`src/hdl/ppm_pkg.sv`:
```
// ============================================================================
// ppm_pkg: shared types and constants of the particle pair merge core
// Slot sizes, field widths and the command and status structs that join the
// controller to the datapath.
// ============================================================================
package ppm_pkg;

    localparam int MAX_PARTICLES = 32;
    localparam int SLOT_W        = $clog2(MAX_PARTICLES);
    localparam int CNT_W         = $clog2(MAX_PARTICLES + 1);
    localparam int ID_W          = 24;
    localparam int COORD_W       = 32;
    localparam int MASS_W        = 32;
    localparam int MRG_W         = 16;
    localparam int DIST_W        = 63;
    localparam int PROD_W        = 64;
    localparam int DIV_N_W       = 64;
    localparam int DIV_D_W       = 33;
    localparam int NUM_AXES      = 6;
    localparam int AXIS_W        = 3;

    // Controller to datapath.
    typedef struct packed {
        logic              load;
        logic              rd;         // read slots r_i and r_j into operand regs
        logic [SLOT_W-1:0] idx_i;
        logic [SLOT_W-1:0] idx_j;
        logic              dist_go;    // compare squared operand distance with limit
        logic              mean_go;    // start weighted mean for one axis
        logic [AXIS_W-1:0] axis;
        logic              mean_save;  // store quotient of axis
        logic              commit;     // write merged slot back
        logic              emit_rd;    // read slot idx_i for output
        logic              emit;       // drive output strobe
        logic              emit_last;
        logic              clear;      // drop all alive bits
    } t_cmd;

    // Datapath to controller.
    typedef struct packed {
        logic both_alive;
        logic near;
        logic tot_zero;
        logic div_done;
    } t_sts;

endpackage

```
`src/hdl/ppm_ctrl.sv`:
```
// ============================================================================
// ppm_ctrl: merge sequencer
// Counts loaded slots, walks every pair in order and then emits each slot.
// ============================================================================
module ppm_ctrl (
    input  logic                          i_clk,
    input  logic                          i_rst_n,
    input  logic                          i_start,
    input  logic                          i_last_in,
    output logic                          o_busy,
    output logic [ppm_pkg::SLOT_W-1:0]    o_wr_idx,
    output ppm_pkg::t_cmd                 o_cmd,
    input  ppm_pkg::t_sts                 i_sts
);
    localparam int SW = ppm_pkg::SLOT_W;
    localparam int CW = ppm_pkg::CNT_W;

    typedef enum logic [3:0] {
        ST_LOAD, ST_PAIR, ST_RD, ST_SQ, ST_CMP, ST_CHK,
        ST_MGO, ST_MWAIT, ST_COMMIT, ST_NEXT, ST_EMIT, ST_EMIT2
    } t_state;

    t_state          r_state;
    logic [CW-1:0]   r_cnt;
    logic [SW-1:0]   r_i, r_j;
    logic [2:0]      r_axis;
    logic            r_busy;

    always_ff @(posedge i_clk) begin
        if (!i_rst_n) begin
            r_state <= ST_LOAD;
            r_cnt   <= '0;
            r_busy  <= 1'b0;
            r_i     <= '0;
            r_j     <= '0;
            r_axis  <= '0;
        end else begin
            case (r_state)
                ST_LOAD: if (i_start) begin
                    if (r_cnt != CW'(ppm_pkg::MAX_PARTICLES)) r_cnt <= r_cnt + 1'b1;
                    if (i_last_in) begin
                        r_busy  <= 1'b1;
                        r_i     <= '0;
                        r_j     <= SW'(1);
                        r_state <= ST_PAIR;
                    end
                end
                ST_PAIR: begin
                    // Done with pairs once i+1 reaches the loaded count.
                    if ({1'b0, r_i} + CW'(1) >= r_cnt) begin
                        r_i <= '0;
                        r_state <= ST_EMIT;
                    end else r_state <= ST_RD;
                end
                ST_RD:    r_state <= ST_SQ;
                ST_SQ:    r_state <= ST_CMP;
                ST_CMP:   r_state <= ST_CHK;
                ST_CHK: begin
                    r_axis <= '0;
                    if (i_sts.both_alive && i_sts.near) r_state <= ST_MGO;
                    else                                r_state <= ST_NEXT;
                end
                ST_MGO: r_state <= i_sts.tot_zero ? ST_COMMIT : ST_MWAIT;
                ST_MWAIT: if (i_sts.div_done) begin
                    if (r_axis == 3'(ppm_pkg::NUM_AXES - 1)) r_state <= ST_COMMIT;
                    else begin
                        r_axis  <= r_axis + 3'd1;
                        r_state <= ST_MGO;
                    end
                end
                ST_COMMIT: r_state <= ST_NEXT;
                ST_NEXT: begin
                    if ({1'b0, r_j} + CW'(1) >= r_cnt) begin
                        r_i <= r_i + 1'b1;
                        r_j <= r_i + SW'(2);
                    end else r_j <= r_j + 1'b1;
                    r_state <= ST_PAIR;
                end
                ST_EMIT: r_state <= ST_EMIT2;
                ST_EMIT2: begin
                    if ({1'b0, r_i} + CW'(1) >= r_cnt) begin
                        r_cnt   <= '0;
                        r_busy  <= 1'b0;
                        r_state <= ST_LOAD;
                    end else begin
                        r_i     <= r_i + 1'b1;
                        r_state <= ST_EMIT;
                    end
                end
                default: r_state <= ST_LOAD;
            endcase
        end
    end

    always_comb begin
        o_cmd           = '0;
        o_cmd.idx_i     = r_i;
        o_cmd.idx_j     = r_j;
        o_cmd.axis      = r_axis;
        o_cmd.load      = (r_state == ST_LOAD) && i_start &&
                          (r_cnt != CW'(ppm_pkg::MAX_PARTICLES));
        o_cmd.rd        = (r_state == ST_RD);
        o_cmd.dist_go   = (r_state == ST_CMP);
        o_cmd.mean_go   = (r_state == ST_MGO) && !i_sts.tot_zero;
        o_cmd.mean_save = (r_state == ST_MWAIT) && i_sts.div_done;
        o_cmd.commit    = (r_state == ST_COMMIT);
        o_cmd.emit_rd   = (r_state == ST_EMIT);
        o_cmd.emit      = (r_state == ST_EMIT);
        o_cmd.emit_last = (r_state == ST_EMIT) && ({1'b0, r_i} + CW'(1) >= r_cnt);
        o_cmd.clear     = (r_state == ST_EMIT2) && ({1'b0, r_i} + CW'(1) >= r_cnt);
    end

    assign o_busy   = r_busy;
    assign o_wr_idx = r_cnt[SW-1:0];
endmodule

```
`config.mk`:
```
export PLATFORM = sky130hd
export DESIGN_NAME = ppm_ctrl
export DESIGN_NICKNAME = d
export VERILOG_FILES = /design/src/hdl/ppm_pkg.sv /design/src/hdl/ppm_ctrl.sv
export SDC_FILE = /design/constraint.sdc
export NUM_CORES = 1
export LEC_CHECK = 0
export BUFFER_PORTS_ARGS = -buffer_cell sky130_fd_sc_hd__buf_2
export CELL_PAD_IN_SITES_DETAIL_PLACEMENT = 1
export CELL_PAD_IN_SITES_GLOBAL_PLACEMENT = 2
export CORE_MARGIN = 4
export CORE_UTILIZATION = 35
export DETAILED_ROUTE_END_ITERATION = 10
export MAX_ROUTING_LAYER = met4
export PLACE_DENSITY_LB_ADDON = 0.1
export SYNTH_ARGS = -nofsm -noshare
export SYNTH_HDL_FRONTEND = slang
export SYNTH_SLANG_ARGS = --single-unit
```
`constraint.sdc`:
```
create_clock -name i_clk -period 5.4 [get_ports i_clk]
set_input_delay 0.27 -clock i_clk [delete_from_list [all_inputs] [get_ports i_clk]]
set_output_delay 0.27 -clock i_clk [all_outputs]
set_load 0.01 [all_outputs]
```
* Yosys cells after proc, flatten, opt, wreduce, memory -nomap -nowiden
Index checks and enable logic that the tools add are counted.
Word-level totals: output and inout bits 29, word-level logic and storage cells 86, input port bits 8, flip-flop bits (word level) 24
Operators by class: add/subtract/negate cells 7, magnitude comparators 2, reduce and logical (&&, ||, !) cells 19, mux-type cells 30, equality and inequality tests 22
Operators by type and width (number):
- 4-bit case mux with 12 select lines | 1
- 5-bit 2-to-1 mux | 8
- 4-bit 2-to-1 mux | 8
- 5-bit case mux with 4 select lines | 1
- 6-bit 2-to-1 mux | 3
- 2-bit != test, second input constant | 9
- 4-bit by 3-bit == test with 1-bit output, second input constant | 4
- 4-bit == test, second input constant | 4
- 5-bit by 1-bit adder with 6-bit output, second input constant | 2
- 6-bit >= comparator | 2
- 6-bit case mux with 2 select lines | 1
- 5-bit by 1-bit adder with 5-bit output, second input constant | 2
- 5-bit case mux with 2 select lines | 1
- 3-bit AND reduction | 3
- 4-bit by 2-bit == test with 1-bit output, second input constant | 2
- 4-bit AND reduction | 2
- 1-bit logical AND | 7
- 6-bit by 1-bit adder with 6-bit output, second input constant | 1
- 3-bit 2-to-1 mux | 2
- 6-bit != test, second input constant | 1
- 3-bit case mux with 2 select lines | 1
- 6-bit AND reduction | 1
- 2-bit nonzero test | 3
- 5-bit by 2-bit adder with 5-bit output, second input constant | 1
- other kinds (8) | 10

* Depth between registers and ports, before layout
Gate-level depths: netlist (run 1).
word-level depth 4, mapped depth 11, depth with buffers taken out 11

* Worst setup path before layout (run 1)
No wires, ideal clock.
path kind register to register, from register r_i[2], to register r_i[0], setup time 72 ps, clock period less this slack 2498 ps, path slack 2902 ps, buffers on the path 0, cell stages (with the launch flop) 11, data arrival time 2426 ps, required time 5328 ps, path through dfxtp_1 > ha_1 > nand2_1 > xnor2_1 > ha_1 > a41oi_1 > a2bb2oi_4 > nand3b_4 > inv_4 > a211oi_4 > mux2i_1
Between the ends: longest elaborated chain between the ends 4, elaborated cells between the ends (all ways) 5, those cells by class 1 x add/sub; 1 x order compare; 2 x eq/ne; 1 x reduce/logical
Ends and longest elaborated chain:
- start: declaration | RTL line ppm_ctrl.sv:25 | logic [SW-1:0] r_i, r_j;
- start signal: assignment | RTL line ppm_ctrl.sv:74 | r_i <= r_i + 1'b1;
- start signal: assignment | RTL line ppm_ctrl.sv:86 | r_i <= r_i + 1'b1;
- 5-bit by 1-bit adder with 6-bit output (*) | RTL line ppm_ctrl.sv:50, ppm_ctrl.sv:81
- 6-bit >= comparator (*) | RTL line ppm_ctrl.sv:50, ppm_ctrl.sv:81
- 2-bit != test (no source line)
- 6-bit AND reduction (no source line) (*)
Every way passes the cells marked *; elsewhere a longest branch is shown, timed or not. A chain may end at the register's enable or synchronous reset.

* Final worst setup path (run 1)
from register r_j[0], to register r_i[4]
Between the ends: longest elaborated chain between the ends 4
Ends and longest elaborated chain:
- start: declaration | RTL line ppm_ctrl.sv:25
- start signal: assignment | RTL line ppm_ctrl.sv:75 | r_j <= r_i + SW'(2);
- start signal: assignment | RTL line ppm_ctrl.sv:76 | end else r_j <= r_j + 1'b1;
- 5-bit by 1-bit adder with 6-bit output | RTL line ppm_ctrl.sv:73 | if ({1'b0, r_j} + CW'(1) >= r_cnt) begin
- 6-bit >= comparator | RTL line ppm_ctrl.sv:73
- 2-bit != test (no source line)
- 6-bit AND reduction (no source line)
No other way between the ends.

==> impl_metrics.py, run 1 <==
metrics = {
    "final_layout": {
        "drive_gt1_frac": 0.206,
        "fin_nets": 295,
        "nFillCells": 700,
        "syn_to_final_growth_pct": 10.1,
        "antenna_cells": 0,
        "final_core_util": 0.397,
    },
    "critical_path": {
        "cp-end-kind": "flop",
        "path_max_fanout": 12,
        "worst_ep_arrival_time_ps": 3070,
        "crit_path_start_kind": "flop",
        "reg2reg_from": "r_j[0]$_SDFFE_PN0P_",
        "max_stage_delay_ps": 470,
        "reg2reg_to": "r_i[4]$_SDFFE_PN0P_",
        "cp_common_cell": "ha_1",
        "crit_start": "r_j[0]$_SDFFE_PN0P_",
        "worst_r2r_path_depth": 9,
        "r2r_slack_ps": 2530,
        "critPathRequiredTime_ps": 5600,
        "critPathKind": "flop to flop",
        "worstPathCellList": "ha_1 > nand3_1 > xnor2_1 > ha_1 > o2111ai_1 > o21ai_2 > o221ai_2 > a211oi_4 > mux2i_1",
        "crit_slowest_cell": "dfxtp_1",
    },
    "routing": {
        "drt_iter0_drc": 31,
        "via_count": 1743,
        "drc": 0,
        "drt_pass1_iterations": 4,
        "wirelength_microns": 5070,
        "viasPerCell": 5.14,
        "routedWlPerCell_microns": 14.9,
        "postRouteAntennaNets": 0,
    },
    "synthesis": {
        "ys_ff_latch": 24,
        "synth.avg_cell_area_sq_um": 8.02,
        "ys_top_cells_by_count": "37 x nand2_1, 24 x dfxtp_1, 20 x nor2_1",
        "synth-seq-area-share": 0.244,
        "yosysMostFrequentCell": "nand2_1",
        "synth_area_leader_cell": "dfxtp_1",
        "ys.flop_type": "dfxtp_1",
        "ys_types": 61,
        "async_reset_ff_frac": 0,
        "synth_warnings": 0,
        "synth_edf_count": 0,
        "syn_nets": 273,
        "syn_inst": 246,
        "synth.area.top_cells": "dfxtp_1 24%, ha_1 12%, nand2_1 7.0%",
        "yosys.area.top_type_share": 0.244,
        "syn_area_sq_um": 1970,
    },
    "clock_network": {
        "cts.sinks": 24,
        "cts_tree": "done",
        "clock_insertion_delay_worst_skew_ps": 270,
        "cts_buffers": 3,
        "cts_root_buf": "clkbuf_8",
        "path_clk_slew_ps": 100,
        "cts.htree.levels": 1,
        "cts_buffer_depth": 2,
        "post_cts_buffers": 0,
        "cts_resized": 0,
        "ctsHoldBuffers": 0,
    },
    "timing": {
        "period_needed_ps": 2870,
        "whs_ps": 318,
        "fin_crit_sh": 0.532,
        "worst_slew_pin_slew_ps": 808,
        "maxSlewViolCount": 0,
        "hold_viol": 0,
        "rsz0062_at_grt": "no",
        "fmax_ghz": 0.348,
        "relSlewSlack": 0.461,
        "setup_viol": 0,
        "fin_skew_ps": 5.57,
        "finalSetupTns_ps": 0,
    },
    "grt": {
        "grt_pass1_wl_microns": 8950,
        "track_usage": 0.159,
        "grt_overflow_total": 0,
        "grt_max_degree": 24,
        "grt_pass1_vias": 1748,
        "antenna_found_initial": 0,
    },
    "placement": {
        "place_congestion": 0.744,
        "io_buffers": 36,
        "dp_hpwl_microns": 3870,
    },
    "min_path": {
        "hold_class": "input port to flop",
        "min_path_cells": 3,
        "min_from": "i_last_in",
        "worstHoldEndpoint": "o_busy$_SDFFE_PN0P_",
    },
    "floorplanning": {
        "die-area_sq_um": 6900,
        "initial_core_util": 0.361,
        "die_h_microns": 83.1,
        "num_rows": 27,
        "ios": 37,
        "fp.dieW_microns": 83.1,
        "core-area_sq_um": 5470,
    },
    "pwr": {
        "p_per_area_nw_per_um2": 332,
        "ir_worst_vdd_v": 0.000149,
        "p_leak_nw": 0.975,
        "p_total_w": 0.000723,
    },
    "run": {
        "drv_cap": 0,
    },
    "status": {
        "status": "finished clean",
    },
}
## per-layer routing
metal | track usage | up-vias | routed length [microns]
li1 | - | 891 | -
met1 | 0.210 | 826 | 2420
met2 | 0.262 | 22 | 2480
met3 | 0.0228 | 4 | 123
met4 | 0.0267 | 0 | 40
met5 | - | - | 0
## layout make-up
class	count	area [sq um]	area share
sequential	24	480	0.221
multi-input combinational	187	1310	0.600
timing repair buffer	36	180	0.0829
tap	72	90.1	0.0415
inverter	16	62.6	0.0288
clock buffer	4	55.1	0.0253
## cell families after synthesis
family,share of synthesized area
simple gates,0.256
compound gates,0.198
buf+inv,0.0951
flops,0.243
fa+ha+maj,0.120
xor+xnor,0.0621
mux,0.0254
## through the flow
stage | cells | instance area (sq um) | worst slack, ps
detailed placement | 335 | 2120 | 2540
CTS | 339 | 2170 | 2510
finish | 339 | 2170 | 2530
global placement | 335 | 2120 | 2540
floorplan | 246 | 1970 | 2900
global route | 339 | 2170 | 2250
## state kept, by name (all words and copies together) (netlist names)
register	flops
r_i	5
r_axis	3
r_state	4
r_cnt	6
r_j	5
o_busy	1
## how the worst max path moves through the flow
stage	endpoint	depth (start not counted)
2_1_floorplan	r_i[0]$_SDFFE_PN0P_	10
3_5_place_dp	r_i[4]$_SDFFE_PN0P_	9
6_report	r_i[4]$_SDFFE_PN0P_	9
3_3_place_gp	r_i[2]$_SDFFE_PN0P_	9
5_1_grt	r_i[1]$_SDFFE_PN0P_	9
4_1_cts	r_i[4]$_SDFFE_PN0P_	9
## cells in the final DEF (no fill, tap or decap), types with 3 or more instances in the layout
cell and instances:
inv_1 14, o21ai_0 8, nand4_1 3, nor2b_1 4, buf_2 36, a21oi_1 11
nand2_1 37, nor4_1 3, dfxtp_1 24, nor3_1 5, nor2_1 20, clkbuf_8 4
o22ai_1 3, xor2_1 4, ha_1 19, nand3_1 9, nand2b_1 3, xnor2_1 10
mux2i_1 5
## power breakdown
part | internal (W) | total (W) | switching (W)
Sequential | 0.000197 | 0.000275 | 0.0000771
Combinational | 0.000142 | 0.000319 | 0.000177
Clock | 0.0000652 | 0.000129 | 0.0000641
Total | 0.000405 | 0.000723 | 0.000318
## worst max-delay path: cells and delay by family, from the launching register on
family	cells	cell delay, ps
AND/OR/NAND/NOR	1	120
XOR/XNOR	1	180
flip-flops	1	470
AO/OA/AOI/OAI	4	1190
multiplexers	1	240
adder cells (fa/ha/maj)	2	590
Power figures use the tool's default switching activity.
==> run 2: changes to the inputs <==
--- a/config.mk
+++ b/config.mk
@@ -9,7 +9,7 @@
 export CELL_PAD_IN_SITES_DETAIL_PLACEMENT = 1
 export CELL_PAD_IN_SITES_GLOBAL_PLACEMENT = 2
 export CORE_MARGIN = 4
-export CORE_UTILIZATION = 35
+export CORE_UTILIZATION = 32
 export DETAILED_ROUTE_END_ITERATION = 10
 export MAX_ROUTING_LAYER = met4
 export PLACE_DENSITY_LB_ADDON = 0.1
==> constraint.sdc (replaced) <==
create_clock -name i_clk -period 2.8 [get_ports i_clk]
set_input_delay 0.14 -clock i_clk [delete_from_list [all_inputs] [get_ports i_clk]]
set_output_delay 0.14 -clock i_clk [all_outputs]
set_load 0.01 [all_outputs]
==> run 2 against run 1 <==
Compared with the run above: final cell count rose by 3.5%; clock power rose by 63%; die area rose by 8.5%; wire length rose by 8.4%; clock skew rose by 1.5 ps; clock-buffer cell count fell by 1; first-iteration DRC count rose by 52%; utilization fell by 1.9 points; cell area rose by 3.7%; setup slack got worse by 2300 ps; largest power group unchanged.
==> impl_metrics.py, run 2 (synthesized netlist as in run 1, its figures left out) <==
metrics = {
    "status": {
        "status": "finished clean",
    },
    "clock_network": {
        "cts_root_buf": "clkbuf_8",
        "cts_tree": "done",
        "cts.sinks": 24,
        "path_clk_slew_ps": 90,
        "clock_insertion_delay_worst_skew_ps": 270,
        "cts.htree.levels": 1,
        "cts_buffers": 3,
        "cts_buffer_depth": 2,
    },
    "grt": {
        "grt_overflow_total": 0,
        "antenna_found_initial": 0,
        "track_usage": 0.157,
        "grt_max_degree": 24,
        "grt_pass1_vias": 1828,
        "grt_pass1_wl_microns": 9130,
    },
    "final_layout": {
        "multi_input_area_sq_um": 1320,
        "most-common-layout-cells": "37 x nand2_1, 36 x buf_2, 23 x dfxtp_1",
        "fin_nets": 305,
        "top_register": "r_cnt",
        "reg_top3": "r_cnt x6, r_i x5, r_j x5",
        "nFillCells": 770,
        "final_common_cell": "nand2_1",
        "register_area_sq_um": 482,
        "drive_gt1_frac": 0.243,
        "antenna_cells": 0,
        "design_area_sq_um": 2250,
        "largest_register_ffs": 6,
        "syn_to_final_growth_pct": 14.3,
    },
    "critical_path": {
        "critPathKind": "flop to flop",
        "crit_path_start_kind": "flop",
        "path_max_fanout": 6,
        "cp-end-kind": "flop",
        "critPathRequiredTime_ps": 3010,
        "worst_ep_arrival_time_ps": 2830,
    },
    "floorplanning": {
        "core-area_sq_um": 5960,
        "die_h_microns": 86.5,
        "initial_core_util": 0.331,
        "die-area_sq_um": 7490,
        "num_rows": 28,
        "fp.dieW_microns": 86.5,
        "ios": 37,
    },
    "timing": {
        "relSlewSlack": 0.456,
        "finalSetupTns_ps": 0,
        "fin_crit_sh": 0.935,
        "fin_skew_ps": 7.11,
        "fmax_ghz": 0.382,
        "fin_ws_ps": 181,
        "hold_viol": 0,
        "setup_viol": 0,
        "period_needed_ps": 2620,
        "maxSlewViolCount": 0,
        "rsz0062_at_grt": "no",
        "worst_slew_pin_slew_ps": 815,
    },
    "routing": {
        "wirelength_microns": 5490,
        "drt_iter0_drc": 47,
        "drt_pass1_iterations": 5,
        "drc": 0,
        "postRouteAntennaNets": 0,
        "routedWlPerCell_microns": 15.6,
        "via_count": 1811,
        "viasPerCell": 5.16,
    },
    "placement": {
        "pre_cts_ws_ps": 65.9,
        "io_buffers": 36,
        "dp_hpwl_microns": 4210,
        "place_congestion": 0.787,
        "place_area_sq_um": 2190,
    },
    "pwr": {
        "p_per_area_nw_per_um2": 635,
        "p_leak_nw": 1.03,
        "ir_worst_vdd_v": 0.000381,
    },
    "run": {
        "drv_cap": 0,
    },
    "min_path": {
        "hold_class": "input port to flop",
    },
}
[run 2: final timing paths]
| check | from | to | slack (ps) | depth (start not counted) |
|---|---|---|---|---|
| max reg2reg | r_i[1]$_SDFFE_PN0P_ | r_i[2]$_SDFFE_PN0P_ | 180 | 12 |
| min reg2reg | r_i[1]$_SDFFE_PN0P_ | r_i[1]$_SDFFE_PN0P_ | 510 | 2 |
| max | r_i[1]$_SDFFE_PN0P_ | r_i[2]$_SDFFE_PN0P_ | 180 | 12 |
| min | i_last_in | o_busy$_SDFFE_PN0P_ | 170 | 3 |
[run 2: metal layers]
layer / wire (microns) / up-vias / track usage
met3: 170 / 4 / 0.0228
met4: 68 / 0 / 0.0255
met5: 0 / - / -
met1: 2480 / 865 / 0.196
met2: 2780 / 29 / 0.272
li1: - / 913 / -
[run 2: per-stage QoR]
stage | power (W) | hold slack (ps) | utilization | std cells
finish | 0.00143 | 167 | 0.379 | 351
global placement | 0.00123 | 461 | 0.368 | 347
global route | 0.00156 | 171 | 0.379 | 351
floorplan | 0.00105 | 329 | - | 246
detailed placement | 0.00123 | 448 | 0.368 | 347
CTS | 0.00145 | 167 | 0.375 | 350
[run 2: where the power goes]
| group | leakage (nW) | total, W | switching, W | internal, W |
|---|---|---|---|---|
| clock network | 0.0216 | 0.000210 | 0.000114 | 0.0000964 |
| logic | 0.814 | 0.000753 | 0.000425 | 0.000328 |
| registers | 0.195 | 0.000468 | 0.0000872 | 0.000381 |
| total | 1.03 | 0.00143 | 0.000626 | 0.000806 |
[run 2: final cells by class]
class                      instances  share of cell area
multi-input combinational        187               0.585
sequential                        24               0.214
timing repair buffer              46               0.113
tap                               75              0.0416
inverter                          16              0.0277
clock buffer                       3              0.0183
[run 2: what timing repair did]
item	CTS	global route
hold endpoints to repair	0	0
buffers inserted	0	1
setup endpoints to repair	0	7
hold buffers	0	0
resized for setup	0	3
[run 2: critical path, stage by stage (launching register included)]
cell and delay (ps):
dfxtp_2 380, ha_1 190, nand3_1 140, xnor2_2 180, ha_1 340, a21oi_1 170
nand2_1 100, a2bb2oi_4 230, nand3b_4 200, inv_4 40, a211oi_4 190, buf_4 200
mux2i_1 180
==> run 3: changes to the inputs <==
--- a/config.mk
+++ b/config.mk
@@ -5,7 +5,7 @@
 export SDC_FILE = /design/constraint.sdc
 export NUM_CORES = 1
 export LEC_CHECK = 0
-export BUFFER_PORTS_ARGS = -buffer_cell sky130_fd_sc_hd__buf_2
+export BUFFER_PORTS_ARGS = -buffer_cell sky130_fd_sc_hd__buf_4
 export CELL_PAD_IN_SITES_DETAIL_PLACEMENT = 1
 export CELL_PAD_IN_SITES_GLOBAL_PLACEMENT = 2
 export CORE_MARGIN = 4
==> run 3 against run 2 <==
Compared with the run above: register-to-register slack better by 20 ps; setup slack better by 15 ps; critical path depth is 1 lower; global-route usage is 0.32 points lower; sequential share of layout area is 1.2 points lower; first-iteration DRC count is 32% higher; sequential power hardly changed; highest routed layer unchanged.
==> impl_metrics.py, run 3 (synthesized netlist as in run 1, its figures left out) <==
metrics = {
    "final_layout": {
        "largest_register_ffs": 6,
        "final_core_util": 0.400,
        "antenna_cells": 0,
        "syn_to_final_growth_pct": 20.7,
        "reg_top3": "r_cnt x6, r_i x5, r_j x5",
        "final_common_cell": "buf_4",
        "most-common-layout-cells": "52 x buf_4, 37 x nand2_1, 24 x dfxtp_1",
        "drive_gt1_frac": 0.252,
        "top_register": "r_cnt",
        "fin_cells": 357,
        "fin_nets": 311,
    },
    "critical_path": {
        "r2r_slack_ps": 200,
        "path_max_fanout": 4,
        "cp-end-kind": "flop",
        "critPathKind": "flop to flop",
        "critical_path_depth": 11,
        "worst_r2r_path_depth": 11,
        "crit_path_start_kind": "flop",
        "crit_slowest_cell": "dfxtp_1",
        "critPathCapture": "r_i[4]$_SDFFE_PN0P_",
        "reg2reg_from": "r_i[1]$_SDFFE_PN0P_",
        "worstPathCellList": "ha_1 > nand2_1 > xnor2_1 > ha_1 > a41oi_2 > a2bb2oi_4 > nand3b_4 > inv_4 > a211oi_4 > buf_4 > mux2i_1",
        "crit_start": "r_i[1]$_SDFFE_PN0P_",
        "cp_common_cell": "ha_1",
        "reg2reg_to": "r_i[4]$_SDFFE_PN0P_",
        "worst_ep_arrival_time_ps": 2810,
        "critPathRequiredTime_ps": 3010,
        "path_delay_family": "compound AO/OA/AOI/OAI gates",
        "cp_num_buf_inv": 2,
        "max_stage_delay_ps": 410,
    },
    "timing": {
        "fin_ws_ps": 197,
        "relSlewSlack": 0.481,
        "maxSlewViolCount": 0,
        "fin_crit_sh": 0.930,
        "fmax_ghz": 0.384,
        "worst_slew_pin_slew_ps": 777,
        "period_needed_ps": 2600,
        "fin_skew_ps": 3.01,
        "hold_viol": 0,
        "setup_viol": 0,
        "finalSetupTns_ps": 0,
    },
    "grt": {
        "grt_overflow_total": 0,
        "antenna_found_initial": 0,
        "grt_pass1_vias": 1807,
        "grt_pass1_wl_microns": 8840,
        "track_usage": 0.154,
        "grt_max_degree": 24,
    },
    "clock_network": {
        "cts_tree": "done",
        "cts.htree.levels": 1,
        "ctsHoldBuffers": 0,
        "cts_buffers": 3,
        "cts.sinks": 24,
        "cts_buffer_depth": 2,
        "clock_insertion_delay_worst_skew_ps": 270,
        "cts_root_buf": "clkbuf_8",
        "path_clk_slew_ps": 90,
    },
    "pwr": {
        "ir_worst_vdd_v": 0.000405,
        "p_leak_nw": 1.06,
        "p_total_w": 0.00149,
        "p_per_area_nw_per_um2": 626,
    },
    "floorplanning": {
        "core-area_sq_um": 5960,
        "ios": 37,
        "die_h_microns": 86.5,
        "die-area_sq_um": 7490,
        "num_rows": 28,
        "fp.dieW_microns": 86.5,
        "initial_core_util": 0.331,
    },
    "placement": {
        "dp_cells": 349,
        "io_buffers": 36,
        "pre_cts_ws_ps": 110,
        "dp_hpwl_microns": 4280,
        "place_congestion": 0.770,
    },
    "status": {
        "status": "finished clean",
    },
    "routing": {
        "viasPerCell": 5.13,
        "drt_pass1_iterations": 4,
        "drt_iter0_drc": 62,
        "postRouteAntennaNets": 0,
        "drc": 0,
        "via_count": 1830,
        "wirelength_microns": 5510,
        "routedWlPerCell_microns": 15.4,
    },
    "min_path": {
        "hold_class": "input port to flop",
    },
    "run": {
        "drv_cap": 0,
    },
}
run 3: cell count changes in the layout (fill, tap and decap cells not counted):
| cell | change |
|---|---|
| dfxtp_2 | -1 |
| xnor2_1 | +1 |
| buf_2 | -36 |
| xnor2_2 | -1 |
| buf_4 | +42 |
| dfxtp_1 | +1 |
run 3: worst min path at each step:
stage / from / to / depth (start not counted)
4_1_cts: i_last_in / o_busy$_SDFFE_PN0P_ / 3
3_5_place_dp: i_last_in / o_busy$_SDFFE_PN0P_ / 3
3_3_place_gp: i_last_in / o_busy$_SDFFE_PN0P_ / 3
6_report: i_last_in / o_busy$_SDFFE_PN0P_ / 3
5_1_grt: i_last_in / o_busy$_SDFFE_PN0P_ / 3
2_1_floorplan: i_last_in / o_busy$_SDFFE_PN0P_ / 2
run 3: layout make-up:
cell class                 count  area (sq um)
sequential                    24           480
clock buffer                   3          41.3
multi-input combinational    187          1310
tap                           75          93.8
inverter                      16          62.6
fill                         749          3570
timing repair buffer          52           390
run 3: where the power goes:
group          internal [W]  switching (W)  total (W)  leakage [nW]
Combinational      0.000377       0.000435   0.000811         0.841
Sequential         0.000381      0.0000847   0.000466         0.194
Clock             0.0000964       0.000117   0.000213        0.0216
Total              0.000854       0.000636    0.00149          1.06
run 3: layer usage:
layer	vias to the layer above	global-route usage	wire, microns
met5	-	-	0
met4	0	0.0283	29
met3	2	0.0247	139
met2	24	0.278	2860
met1	880	0.180	2490
li1	924	-	-
run 3: what timing repair did:
action,4_1_cts,5_1_grt
endpoints found under the hold margin,0,0
endpoints found under the setup margin,0,5
gates resized for setup,0,1
buffers inserted,0,5
run 3: worst min-delay path, cell delays in order:
cell	delay, ps
buf_4	80
a32oi_1	80
nor2b_1	100
run 3: per-stage QoR:
step	hold slack [ps]	cell area, sq um
detailed placement	453	2290
global placement	453	2290
global route	182	2380
finish	179	2380
floorplan	329	1970
CTS	172	2340
